`src/sv/psg_tone_noise_generator_unit_defines.svh`:
```
// Assertion macros for the PSG tone/noise generator top level.
// Expects clk and rst_n in the scope of use.
`ifndef PSG_TONE_NOISE_GENERATOR_UNIT_DEFINES_SVH
`define PSG_TONE_NOISE_GENERATOR_UNIT_DEFINES_SVH

// Same-cycle implication, disabled during reset
`define PSG_ASSERT_NOW(lbl, ante, cons, msg) \
  lbl: assert property (@(posedge clk) disable iff (!rst_n) (ante) |-> (cons)) \
    else $error(msg);

// Next-cycle implication, disabled during reset
`define PSG_ASSERT_NEXT(lbl, ante, cons, msg) \
  lbl: assert property (@(posedge clk) disable iff (!rst_n) (ante) |=> (cons)) \
    else $error(msg);

`endif

```
`src/sv/psgtn_pkg.sv`:
```
// Shared types and constants for the PSG tone/noise generator.
// No dependencies.
`default_nettype none

package psgtn_pkg;

  // Request operation codes
  typedef enum logic {
    OP_WRITE = 1'b0,
    OP_TICK  = 1'b1
  } psgtn_op_t;

  localparam int unsigned PERIOD_W = 10;
  localparam int unsigned LFSR_W   = 16;

  localparam logic [1:0] CH_NOISE = 2'd3;

  // Noise rate selects
  localparam logic [1:0] RATE_FAST = 2'd0;
  localparam logic [1:0] RATE_MID  = 2'd1;
  localparam logic [1:0] RATE_SLOW = 2'd2;
  localparam logic [1:0] RATE_TONE = 2'd3;

  localparam logic [PERIOD_W-1:0] NOISE_PER_FAST = 10'h020;
  localparam logic [PERIOD_W-1:0] NOISE_PER_MID  = 10'h040;
  localparam logic [PERIOD_W-1:0] NOISE_PER_SLOW = 10'h080;
  localparam logic [PERIOD_W-1:0] NOISE_PER_DFLT = 10'h010;
  localparam logic [LFSR_W-1:0]   LFSR_SEED      = 16'h8000;
  localparam logic [3:0]          ATTEN_SILENT   = 4'hF;

  // Per-tone control from the register decode
  typedef struct packed {
    logic       tick;
    logic       wr_low;
    logic       wr_high;
    logic [5:0] data;
  } psgtn_tone_ctl_t;

  // Noise control from the register decode
  typedef struct packed {
    logic       tick;
    logic       reseed;
    logic [2:0] mode;
  } psgtn_noise_ctl_t;

endpackage

`default_nettype wire

```
`src/sv/psgtn_tone_ch.sv`:
```
// One square-wave tone channel: period register, down counter, polarity.
// Depends on psgtn_pkg.
`default_nettype none

module psgtn_tone_ch (
  input  logic                      clk,
  input  logic                      rst_n,
  input  psgtn_pkg::psgtn_tone_ctl_t ctl,
  output logic [9:0]                period,
  output logic                      high
);
  import psgtn_pkg::*;

  logic [PERIOD_W-1:0] period_r, period_nxt;
  logic [PERIOD_W-1:0] count_r, count_nxt;
  logic                pol_r, pol_nxt;

  // Period writes and tick countdown
  always_comb begin
    period_nxt = period_r;
    count_nxt  = count_r;
    pol_nxt    = pol_r;
    if (ctl.wr_low) begin
      period_nxt[3:0] = ctl.data[3:0];
    end
    if (ctl.wr_high) begin
      period_nxt[9:4] = ctl.data;
    end
    if (ctl.tick && (period_r != '0)) begin
      if (count_r <= 10'd1) begin
        count_nxt = period_r;
        pol_nxt   = ~pol_r;
      end else begin
        count_nxt = count_r - 10'd1;
      end
    end
  end

  always_ff @(posedge clk) begin
    if (!rst_n) begin
      period_r <= '0;
      count_r  <= '0;
      pol_r    <= 1'b1;
    end else begin
      period_r <= period_nxt;
      count_r  <= count_nxt;
      pol_r    <= pol_nxt;
    end
  end

  assign period = period_r;
  assign high   = pol_r;

endmodule

`default_nettype wire

```
`src/sv/psgtn_noise_ch.sv`:
```
// Noise channel: rate select, down counter and 16-bit shift register.
// Depends on psgtn_pkg.
`default_nettype none

module psgtn_noise_ch (
  input  logic                       clk,
  input  logic                       rst_n,
  input  psgtn_pkg::psgtn_noise_ctl_t ctl,
  input  logic [9:0]                 tone_c_period,
  output logic                       high
);
  import psgtn_pkg::*;

  logic [2:0]          mode_r, mode_nxt;
  logic [PERIOD_W-1:0] period_r, period_nxt;
  logic [PERIOD_W-1:0] count_r, count_nxt;
  logic [LFSR_W-1:0]   lfsr_r, lfsr_nxt;
  logic                pol_r, pol_nxt;
  logic                fb;
  logic [PERIOD_W-1:0] rate_period;

  // Period picked by a rate select
  always_comb begin
    unique case (ctl.mode[1:0])
      RATE_FAST: rate_period = NOISE_PER_FAST;
      RATE_MID:  rate_period = NOISE_PER_MID;
      RATE_SLOW: rate_period = NOISE_PER_SLOW;
      RATE_TONE: rate_period = tone_c_period;
      default:   rate_period = tone_c_period;
    endcase
  end

  // Feedback: white mode mixes in tap 3
  assign fb = mode_r[2] ? (lfsr_r[0] ^ lfsr_r[3]) : lfsr_r[0];

  // Reseed on mode write, shift on count expiry
  always_comb begin
    mode_nxt   = mode_r;
    period_nxt = period_r;
    count_nxt  = count_r;
    lfsr_nxt   = lfsr_r;
    pol_nxt    = pol_r;
    if (ctl.reseed) begin
      mode_nxt   = ctl.mode;
      lfsr_nxt   = LFSR_SEED;
      period_nxt = rate_period;
    end
    if (ctl.tick) begin
      if (count_r > 10'd1) begin
        count_nxt = count_r - 10'd1;
      end else begin
        count_nxt = (period_r != '0) ? period_r : NOISE_PER_DFLT;
        lfsr_nxt  = {fb, lfsr_r[LFSR_W-1:1]};
        pol_nxt   = lfsr_r[1];
      end
      // Follow tone C after the tick in tone-rate mode
      if (mode_r[1:0] == RATE_TONE) begin
        period_nxt = tone_c_period;
      end
    end
  end

  always_ff @(posedge clk) begin
    if (!rst_n) begin
      mode_r   <= '0;
      period_r <= '0;
      count_r  <= '0;
      lfsr_r   <= LFSR_SEED;
      pol_r    <= 1'b1;
    end else begin
      mode_r   <= mode_nxt;
      period_r <= period_nxt;
      count_r  <= count_nxt;
      lfsr_r   <= lfsr_nxt;
      pol_r    <= pol_nxt;
    end
  end

  assign high = pol_r;

endmodule

`default_nettype wire

```
`src/sv/psg_tone_noise_generator_unit.sv`:
```
// Four-channel sound generator: three square tones and one LFSR noise channel.
// Each request is a register write byte or one generator tick.
// A request is registered on acceptance and applied from the input register once
// the result slot is free or being taken, after which one result carries the
// four polarities and attenuations. One request per cycle is sustained while the
// result is not stalled; the path runs through the input register and the
// channel state registers, which double as the result register. A stalled
// result holds the channel state.
// Depends on psgtn_pkg, psgtn_tone_ch, psgtn_noise_ch and the defines header.
`default_nettype none

`include "psg_tone_noise_generator_unit_defines.svh"

module psg_tone_noise_generator_unit (
  input  logic       clk,
  input  logic       rst_n,
  input  logic       in_valid,
  output logic       in_stall,
  input  logic       in_operation,
  input  logic [7:0] in_write_byte,
  output logic       out_valid,
  input  logic       out_stall,
  output logic       out_tone_a_high,
  output logic       out_tone_b_high,
  output logic       out_tone_c_high,
  output logic       out_noise_high,
  output logic [3:0] out_tone_a_atten,
  output logic [3:0] out_tone_b_atten,
  output logic [3:0] out_tone_c_atten,
  output logic [3:0] out_noise_atten
);
  import psgtn_pkg::*;

  logic       s1_valid_r, s1_valid_nxt;
  psgtn_op_t  s1_op_r;
  logic [7:0] s1_byte_r;
  logic       out_valid_r, out_valid_nxt;
  logic       adv;
  logic       fire_wr;
  logic       fire_tick;

  logic [1:0] lat_ch_r, lat_ch_nxt;
  logic       lat_vol_r, lat_vol_nxt;
  logic [3:0] atten_r [4];
  logic       is_latch;
  logic [1:0] eff_ch;
  logic       eff_vol;

  psgtn_tone_ctl_t  tone_ctl [3];
  psgtn_noise_ctl_t noise_ctl;
  logic [9:0]       tone_period [3];
  logic [2:0]       tone_high;

  // Advance when the result slot is free or being taken
  assign adv       = !out_valid_r || !out_stall;
  assign in_stall  = s1_valid_r && !adv;
  assign fire_wr   = s1_valid_r && adv && (s1_op_r == OP_WRITE);
  assign fire_tick = s1_valid_r && adv && (s1_op_r == OP_TICK);

  // Input register
  always_comb begin
    s1_valid_nxt = in_stall ? s1_valid_r : in_valid;
    out_valid_nxt = adv ? s1_valid_r : out_valid_r;
  end

  always_ff @(posedge clk) begin
    if (!rst_n) begin
      s1_valid_r  <= 1'b0;
      out_valid_r <= 1'b0;
    end else begin
      s1_valid_r  <= s1_valid_nxt;
      out_valid_r <= out_valid_nxt;
    end
  end

  always_ff @(posedge clk) begin
    if (in_valid && !in_stall) begin
      s1_op_r   <= psgtn_op_t'(in_operation);
      s1_byte_r <= in_write_byte;
    end
  end

  // Decode: a latch byte sets channel and target, a data byte reuses them
  assign is_latch = s1_byte_r[7];
  assign eff_ch   = is_latch ? s1_byte_r[6:5] : lat_ch_r;
  assign eff_vol  = is_latch ? s1_byte_r[4] : lat_vol_r;

  always_comb begin
    lat_ch_nxt  = lat_ch_r;
    lat_vol_nxt = lat_vol_r;
    if (fire_wr && is_latch) begin
      lat_ch_nxt  = s1_byte_r[6:5];
      lat_vol_nxt = s1_byte_r[4];
    end
  end

  always_ff @(posedge clk) begin
    if (!rst_n) begin
      lat_ch_r  <= '0;
      lat_vol_r <= 1'b0;
      for (int i = 0; i < 4; i++) begin
        atten_r[i] <= ATTEN_SILENT;
      end
    end else begin
      lat_ch_r  <= lat_ch_nxt;
      lat_vol_r <= lat_vol_nxt;
      if (fire_wr && eff_vol) begin
        atten_r[eff_ch] <= s1_byte_r[3:0];
      end
    end
  end

  // Per-channel control
  always_comb begin
    for (int i = 0; i < 3; i++) begin
      tone_ctl[i].tick    = fire_tick;
      tone_ctl[i].wr_low  = fire_wr && !eff_vol && is_latch && (eff_ch == 2'(i));
      tone_ctl[i].wr_high = fire_wr && !eff_vol && !is_latch && (eff_ch == 2'(i));
      tone_ctl[i].data    = s1_byte_r[5:0];
    end
    noise_ctl.tick   = fire_tick;
    noise_ctl.reseed = fire_wr && is_latch && !eff_vol && (eff_ch == CH_NOISE);
    noise_ctl.mode   = s1_byte_r[2:0];
  end

  // Channels
  for (genvar g = 0; g < 3; g++) begin : g_tone
    psgtn_tone_ch u_tone (
      .clk    (clk),
      .rst_n  (rst_n),
      .ctl    (tone_ctl[g]),
      .period (tone_period[g]),
      .high   (tone_high[g])
    );
  end

  psgtn_noise_ch u_noise (
    .clk           (clk),
    .rst_n         (rst_n),
    .ctl           (noise_ctl),
    .tone_c_period (tone_period[2]),
    .high          (out_noise_high)
  );

  // Result fields straight from the channel state
  assign out_valid        = out_valid_r;
  assign out_tone_a_high  = tone_high[0];
  assign out_tone_b_high  = tone_high[1];
  assign out_tone_c_high  = tone_high[2];
  assign out_tone_a_atten = atten_r[0];
  assign out_tone_b_atten = atten_r[1];
  assign out_tone_c_atten = atten_r[2];
  assign out_noise_atten  = atten_r[3];

  // Checks
  `PSG_ASSERT_NOW(a_stall_needs_req, in_stall, s1_valid_r && out_valid_r,
    "input stalled without a pending request")
  `PSG_ASSERT_NEXT(a_write_keeps_pol, fire_wr,
    $stable({tone_high, out_noise_high}), "register write changed a polarity")
  `PSG_ASSERT_NEXT(a_atten_a_write, fire_wr && eff_vol && (eff_ch == 2'd0),
    out_tone_a_atten == $past(s1_byte_r[3:0]), "tone A attenuation not written")

endmodule

`default_nettype wire

```
`config.mk`:
```
export PLATFORM = sky130hd
export DESIGN_NAME = psg_tone_noise_generator_unit
export DESIGN_NICKNAME = d
export VERILOG_FILES = /design/src/sv/psgtn_pkg.sv /design/src/sv/psgtn_tone_ch.sv /design/src/sv/psgtn_noise_ch.sv /design/src/sv/psg_tone_noise_generator_unit.sv
export VERILOG_INCLUDE_DIRS = /design/src /design/src/sv
export SDC_FILE = /design/constraint.sdc
export NUM_CORES = 1
export LEC_CHECK = 0
export ABC_AREA = 1
export BUFFER_PORTS_ARGS = -buffer_cell sky130_fd_sc_hd__buf_2
export CAP_MARGIN = 15
export CORE_ASPECT_RATIO = 1.1
export CORE_MARGIN = 3
export CORE_UTILIZATION = 61
export DETAILED_ROUTE_END_ITERATION = 10
export GPL_TIMING_DRIVEN = 0
export HOLD_SLACK_MARGIN = 0.15
export PLACE_DENSITY_LB_ADDON = 0.12
export SKIP_CTS_REPAIR_TIMING = 1
export SLEW_MARGIN = 20
export SYNTH_ARGS = -nofsm -noshare
export SYNTH_HDL_FRONTEND = slang
export SYNTH_HIERARCHICAL = 1
export SYNTH_SLANG_ARGS = --single-unit
```
`constraint.sdc`:
```
create_clock -name clk -period 2.3 [get_ports clk]
set_clock_uncertainty 0.15 [all_clocks]
set_input_delay 0 -clock clk [delete_from_list [all_inputs] [get_ports clk]]
set_output_delay 0 -clock clk [all_outputs]
set_load 0.02 [all_outputs]
```
==> results of run 1 <==
[cell usage after synthesis]
cell type,count
nor2_2,17
dfxtp_1,108
nor3_1,5
nand2_2,18
nand3b_1,9
o22ai_1,1
xor2_1,2
buf_4,1
a21oi_2,11
nand3_2,7
nand4_1,20
nand2_1,190
ha_1,8
xnor2_1,3
o21ai_0,42
inv_2,3
clkbuf_1,6
o211ai_1,2
a21oi_1,62
o21bai_1,2
clkinv_2,1
o31ai_1,1
nor2_1,136
o21ai_2,5
or2_2,1
buf_1,3
nand3_1,70
nand2_4,2
a21oi_4,3
inv_4,1
inv_1,111
buf_2,8
edfxtp_1,25
o21ai_1,18
nor2_4,7
buf_6,7
[area by class of cell]
type                            instances  area, um^2
Buffer                                 25       160.2
Clock buffer                           23       478.0
Clock inverter                          9       102.6
Fill cell                             852        2716
Inverter                              116       439.2
Multi-Input combinational cell        642        3207
Sequential cell                       133        2913
Tap cell                              143       178.9
Timing Repair Buffer                   52       345.3
[logic make-up (layout without fill, tap and decap cells)]
logic type | Yosys count | count (layout) | synth area share
compound gates | 147 | 147 | 0.1261
xor+xnor | 5 | 5 | 0.006549
buf+inv | 141 | 225 | 0.08962
simple gates | 482 | 482 | 0.3272
flops | 133 | 133 | 0.4355
fa+ha+maj | 8 | 8 | 0.01497
[worst register-to-register path: stages, from the launching register on]
cell	delay (ns)
edfxtp_1	0.36
inv_1	0.15
nand3_2	0.13
inv_1	0.14
nand3_2	0.16
nor2_4	0.18
buf_4	0.15
nand2_1	0.13
o21ai_4	0.28
nand2_1	0.11
a21oi_1	0.16
[routing by layer]
metal | part of all wire | track usage | vias to the layer above
met5 | 0 | 0 | -
met4 | 0.015 | 0.08808 | 0
met3 | 0.047 | 0.05348 | 22
met2 | 0.49 | 0.4341 | 162
met1 | 0.45 | 0.3074 | 2722
li1 | - | - | 3107
[registers in the layout, summed over array words and instances (netlist names)]
name / cells
atten_r: 16
g_tone.u_tone/count_r: 30
g_tone.u_tone/high: 3
g_tone.u_tone/period: 30
lat_ch_r: 2
lat_vol_r: 1
out_valid: 1
s1_byte_r: 8
s1_op_r: 1
s1_valid_r: 1
u_noise/count_r: 10
u_noise/high: 1
u_noise/lfsr_r: 16
u_noise/mode_r: 3
u_noise/period_r: 10
[through the flow]
step | area [um^2] | setup TNS, ns | instances
after CTS | 7617 | -8.008 | 1125
after floorplan | 6688 | 0 | 916
after global routing | 7824 | -0.1404 | 1143
final | 7824 | 0 | 1143
after detailed placement | 7037 | -7.220 | 1093
after global placement | 7037 | -7.076 | 1093
[worst max path at each step]
stage               from                  end  slack (ns)
2_1_floorplan  out_valid  u_noise/period_r[9]        0.30
3_3_place_gp   out_valid  u_noise/period_r[9]       -0.35
3_5_place_dp   out_valid  u_noise/period_r[9]       -0.34
4_1_cts        out_valid  u_noise/period_r[9]       -0.36
5_1_grt          s1_op_r  u_noise/period_r[1]       -0.04
6_report         s1_op_r  u_noise/period_r[9]        0.12
[power groups by stage]
stage | logic (W) | clock network (W) | registers (W)
4_1_cts | 0.000567 | 0.00265 | 0.00248
3_5_place_dp | 0.000562 | 0 | 0.00252
6_report | 0.000597 | 0.00263 | 0.00248
3_3_place_gp | 0.000554 | 0 | 0.00252
5_1_grt | 0.000673 | 0.00275 | 0.00248
2_1_floorplan | 0.000442 | 0 | 0.00251
==> flow_summary.json, run 1 <==
{
  "track_usage": 0.2490,
  "grt_max_degree": 24,
  "clkTransAtPathRegs_ns": 0.06,
  "io_buffers": 34,
  "diodes": 0,
  "setup-violations-final": 0,
  "viasPerCell": 5.261,
  "reg2reg_depth": 10,
  "worst-path-max-fanout": 8,
  "die_h_um": 115.8,
  "slew_headroom": 0.5543,
  "syn_area_um2": 6688,
  "slew_viol_final": 0,
  "fmax_ghz": 0.4583,
  "netSwitchingPower_w": 0.001399,
  "pwr-share-seq": 0.434,
  "finalNetCount": 1008,
  "globalplace.congestion": 0.8656,
  "power.internal_w": 0.004301,
  "dieArea_um2": 12260,
  "ant_nets": 0,
  "hold_class": "in2reg",
  "clock-root-buffer": "clkbuf_16",
  "synth_area_leader_cell": "dfxtp_1",
  "period_share": 0.9486,
  "via_count": 6013,
  "drive_above_1_share": 0.1610,
  "setup_slack_ns": 0.1182,
  "r2r_end": "u_noise/period_r[9]",
  "clkPwrFrac": 0.461,
  "most-common-layout-cells": "190 x nand2_1, 134 x nor2_1, 111 x inv_1",
  "min_to": "s1_byte_r[1]",
  "cts_tree": "built",
  "synthTopCellsByArea": "dfxtp_1 32%, edfxtp_1 11%, nand2_1 11%, nor2_1 7.6%, inv_1 6.2%",
  "drtIter0Drc": 432,
  "initial_core_util": 0.6345,
  "yosysTopAreaCellShare": 0.3233,
  "combPwrFrac": 0.105,
  "gr-total-overflow": 0,
  "r2r-start": "s1_op_r",
  "outcome": "completed",
  "rows": 39,
  "cp.buffers_inverters": 3,
  "clkSinkCount": 133,
  "critPathArrivalTime_ns": 2.36,
  "critical-path-top-delay-family": "simple AND/OR/NAND/NOR gates",
  "hold_violations": 0,
  "min_path_cells": 2,
  "crit_path_start_kind": "flop",
  "fin_hold_ws_ns": 0.1382,
  "htree_num_levels": 4,
  "syn_nets": 937,
  "rrSetupSlack_ns": 0.12,
  "period_needed_ns": 2.182,
  "ir_drop_mv": 0.4182,
  "dr.pass1.iters": 5,
  "dpl.hpwl_mm": 10.36,
  "preCtsSetupSlack_ns": -0.3449,
  "cts_made_buffers": 17,
  "critPathKind": "reg2reg",
  "critPathSlowestCell": "edfxtp_1",
  "antenna_found_initial": 0,
  "core_um2": 10540,
  "p_leak_nw": 3.384,
  "drv_cap": 0,
  "power.total_w": 0.005701,
  "cp.depth": 10,
  "ioPinCount": 35,
  "ys.warnings.count": 6,
  "cp.required_ns": 2.48,
  "route.detailed.drc": 0,
  "powerDensity_nw_per_um2": 728.6,
  "final_util": 0.7423,
  "die_x_um": 105.8,
  "wl_mm": 15.16,
  "mostFrequentLayoutCell": "nand2_1",
  "path_cells": "inv_1 -> nand3_2 -> inv_1 -> nand3_2 -> nor2_4 -> buf_4 -> nand2_1 -> o21ai_4 -> nand2_1 -> a21oi_1",
  "min-delay-start": "in_write_byte[1]",
  "wl_per_cell_um": 13.27,
  "syn_inst": 916,
  "areaGrowthSynthToFinish_pct": 16.99,
  "ys_seq_elements": 133,
  "avgSynthCellArea_um2": 7.301,
  "clock_latency_ns": 0.41,
  "switching_share": 0.2455,
  "yosysUniqueCellTypes": 36,
  "grt_first_pass_wirelength_mm": 24.59,
  "cpPeakStageDelay_ns": 0.36,
  "critPathCaptureType": "flop",
  "grt_pass1_vias": 5489,
  "cts_buffer_depth": 2,
  "ys_seq_area_frac": 0.4355,
  "worstMarginPinSlew_ns": 0.6686
}
No activity file was read; power rests on OpenSTA's default activity.
==> inputs of run 2 (changes only) <==
--- a/config.mk
+++ b/config.mk
@@ -15,7 +15,7 @@
 export DETAILED_ROUTE_END_ITERATION = 10
 export GPL_TIMING_DRIVEN = 0
 export HOLD_SLACK_MARGIN = 0.15
-export PLACE_DENSITY_LB_ADDON = 0.12
+export PLACE_DENSITY = 0.8
 export SKIP_CTS_REPAIR_TIMING = 1
 export SLEW_MARGIN = 20
 export SYNTH_ARGS = -nofsm -noshare
==> run 2 against run 1 <==
Sequential share of layout area unchanged. Final area is the same. Sequential power barely moved. Worst setup slack gained 0.0072 ns. Critical path depth decreased by 1. Clock-buffer cell count is 3 lower. Routed wire length up 2.8%. Worst hold slack better by 0.0097 ns. Highest routed layer unchanged.
==> flow_summary.json, run 2 (synthesized netlist as in run 1, its figures left out) <==
{
  "outcome": "completed",
  "wl_mm": 15.58,
  "dieArea_um2": 12260,
  "cts_buffer_depth": 2,
  "finalNetCount": 1009,
  "die_x_um": 105.8,
  "critPathKind": "reg2reg",
  "slew_viol_final": 0,
  "grt_max_degree": 24,
  "clock-root-buffer": "clkbuf_16",
  "antenna_found_initial": 0,
  "multiInputGateArea_um2": 3202,
  "n_fill_cell": 851,
  "die_h_um": 115.8,
  "slew_headroom": 0.5646,
  "hold_violations": 0,
  "initial_core_util": 0.6345,
  "mostFrequentLayoutCell": "nand2_1",
  "drive_above_1_share": 0.1658,
  "p_leak_nw": 3.396,
  "period_share": 0.9455,
  "fmax_ghz": 0.4598,
  "core_um2": 10540,
  "wl_per_cell_um": 13.62,
  "powerDensity_nw_per_um2": 727.8,
  "via_count": 6058,
  "grt_first_pass_wirelength_mm": 25.36,
  "ir_drop_mv": 0.5055,
  "clkSinkCount": 133,
  "viasPerCell": 5.295,
  "hold_class": "in2reg",
  "io_buffers": 34,
  "setup-violations-final": 0,
  "areaGrowthSynthToFinish_pct": 16.99,
  "globalplace.congestion": 0.8405,
  "dr.pass1.iters": 5,
  "critPathArrivalTime_ns": 2.36,
  "dpl.hpwl_mm": 10.48,
  "cts_tree": "built",
  "cts_made_buffers": 17,
  "seqCellArea_um2": 2913,
  "rows": 39,
  "critPathCaptureType": "flop",
  "most-common-layout-cells": "190 x nand2_1, 134 x nor2_1, 111 x inv_1",
  "track_usage": 0.2540,
  "period_needed_ns": 2.175,
  "worstMarginPinSlew_ns": 0.6531,
  "clkTransAtPathRegs_ns": 0.05,
  "clock_latency_ns": 0.42,
  "htree_num_levels": 4,
  "crit_path_start_kind": "flop",
  "cp.required_ns": 2.48,
  "worst-path-max-fanout": 8,
  "tns_ns": 0,
  "gr-total-overflow": 0,
  "drv_cap": 0,
  "grt_pass1_vias": 5582,
  "route.detailed.drc": 0,
  "ioPinCount": 35,
  "fin_hold_ws_ns": 0.1479,
  "ant_nets": 0,
  "diodes": 0,
  "drtIter0Drc": 526
}
-- run 2: changes by cell type in the layout (fill, tap and decap cells not counted) --
cell / change
clkbuf_8: -1
nand3_1: +1
clkbuf_16: +1
clkbuf_1: -4
clkinv_4: +2
buf_4: +2
clkbuf_2: +1
nand3_2: -1
inv_4: +1
dlygate4sd3_1: -1
clkinv_2: +1
bufinv_16: -1
-- run 2: final cells by class --
type / instances / share of cell area
multi-input cells: 642 / 0.4092
clock inverters: 12 / 0.01295
well taps: 143 / 0.02287
flip-flops and latches: 133 / 0.3723
repair buffers: 53 / 0.04478
inverters: 116 / 0.05613
clock buffers: 20 / 0.06109
plain buffers: 25 / 0.02063
-- run 2: worst max-delay path, stage by stage (launching register included) --
cell	delay [ns]
edfxtp_1	0.36
inv_1	0.15
nand3_2	0.13
inv_1	0.12
nand3_1	0.21
nor2_4	0.25
nand2_1	0.15
o21ai_4	0.28
nand2_1	0.12
a21oi_1	0.16
-- run 2: final timing paths --
path / from / end / slack (ns) / cells past startpoint
setup / recovery: s1_op_r / u_noise/period_r[9] / 0.13 / 9
hold / removal: in_write_byte[7] / s1_byte_r[7] / 0.15 / 2
setup reg to reg: s1_op_r / u_noise/period_r[9] / 0.13 / 9
hold reg to reg: g_tone[1].u_tone/high / g_tone[1].u_tone/high / 0.31 / 1
-- run 2: metrics by stage --
stage / std cells / area (um^2) / total power [W] / setup WS [ns] / util
after global placement: 1093 / 7037 / 0.003077 / -0.2761 / 0.6676
after floorplan: 916 / 6688 / 0.002956 / 0.3026 / -
final: 1144 / 7824 / 0.005694 / 0.1254 / 0.7423
after global routing: 1144 / 7824 / 0.005919 / -0.04577 / 0.7423
after detailed placement: 1093 / 7037 / 0.003089 / -0.2985 / 0.6676
after CTS: 1125 / 7616 / 0.005678 / -0.3446 / 0.7226
-- run 2: report_power, final --
group	switching [W]	internal [W]	total, W	leakage (nW)
Clock	0.00101	0.00160	0.00261	0.283
Combinational	0.000396	0.000206	0.000603	2.04
Sequential	0.0000545	0.00242	0.00248	1.07
Total	0.00146	0.00423	0.00569	3.40
-- run 2: layer usage --
layer	GRT usage	share of wire	up-vias
met2	0.4409	0.51	142
met1	0.3226	0.44	2794
met3	0.04847	0.041	20
met4	0.08204	0.012	0
met5	0	0	-
li1	-	-	3102
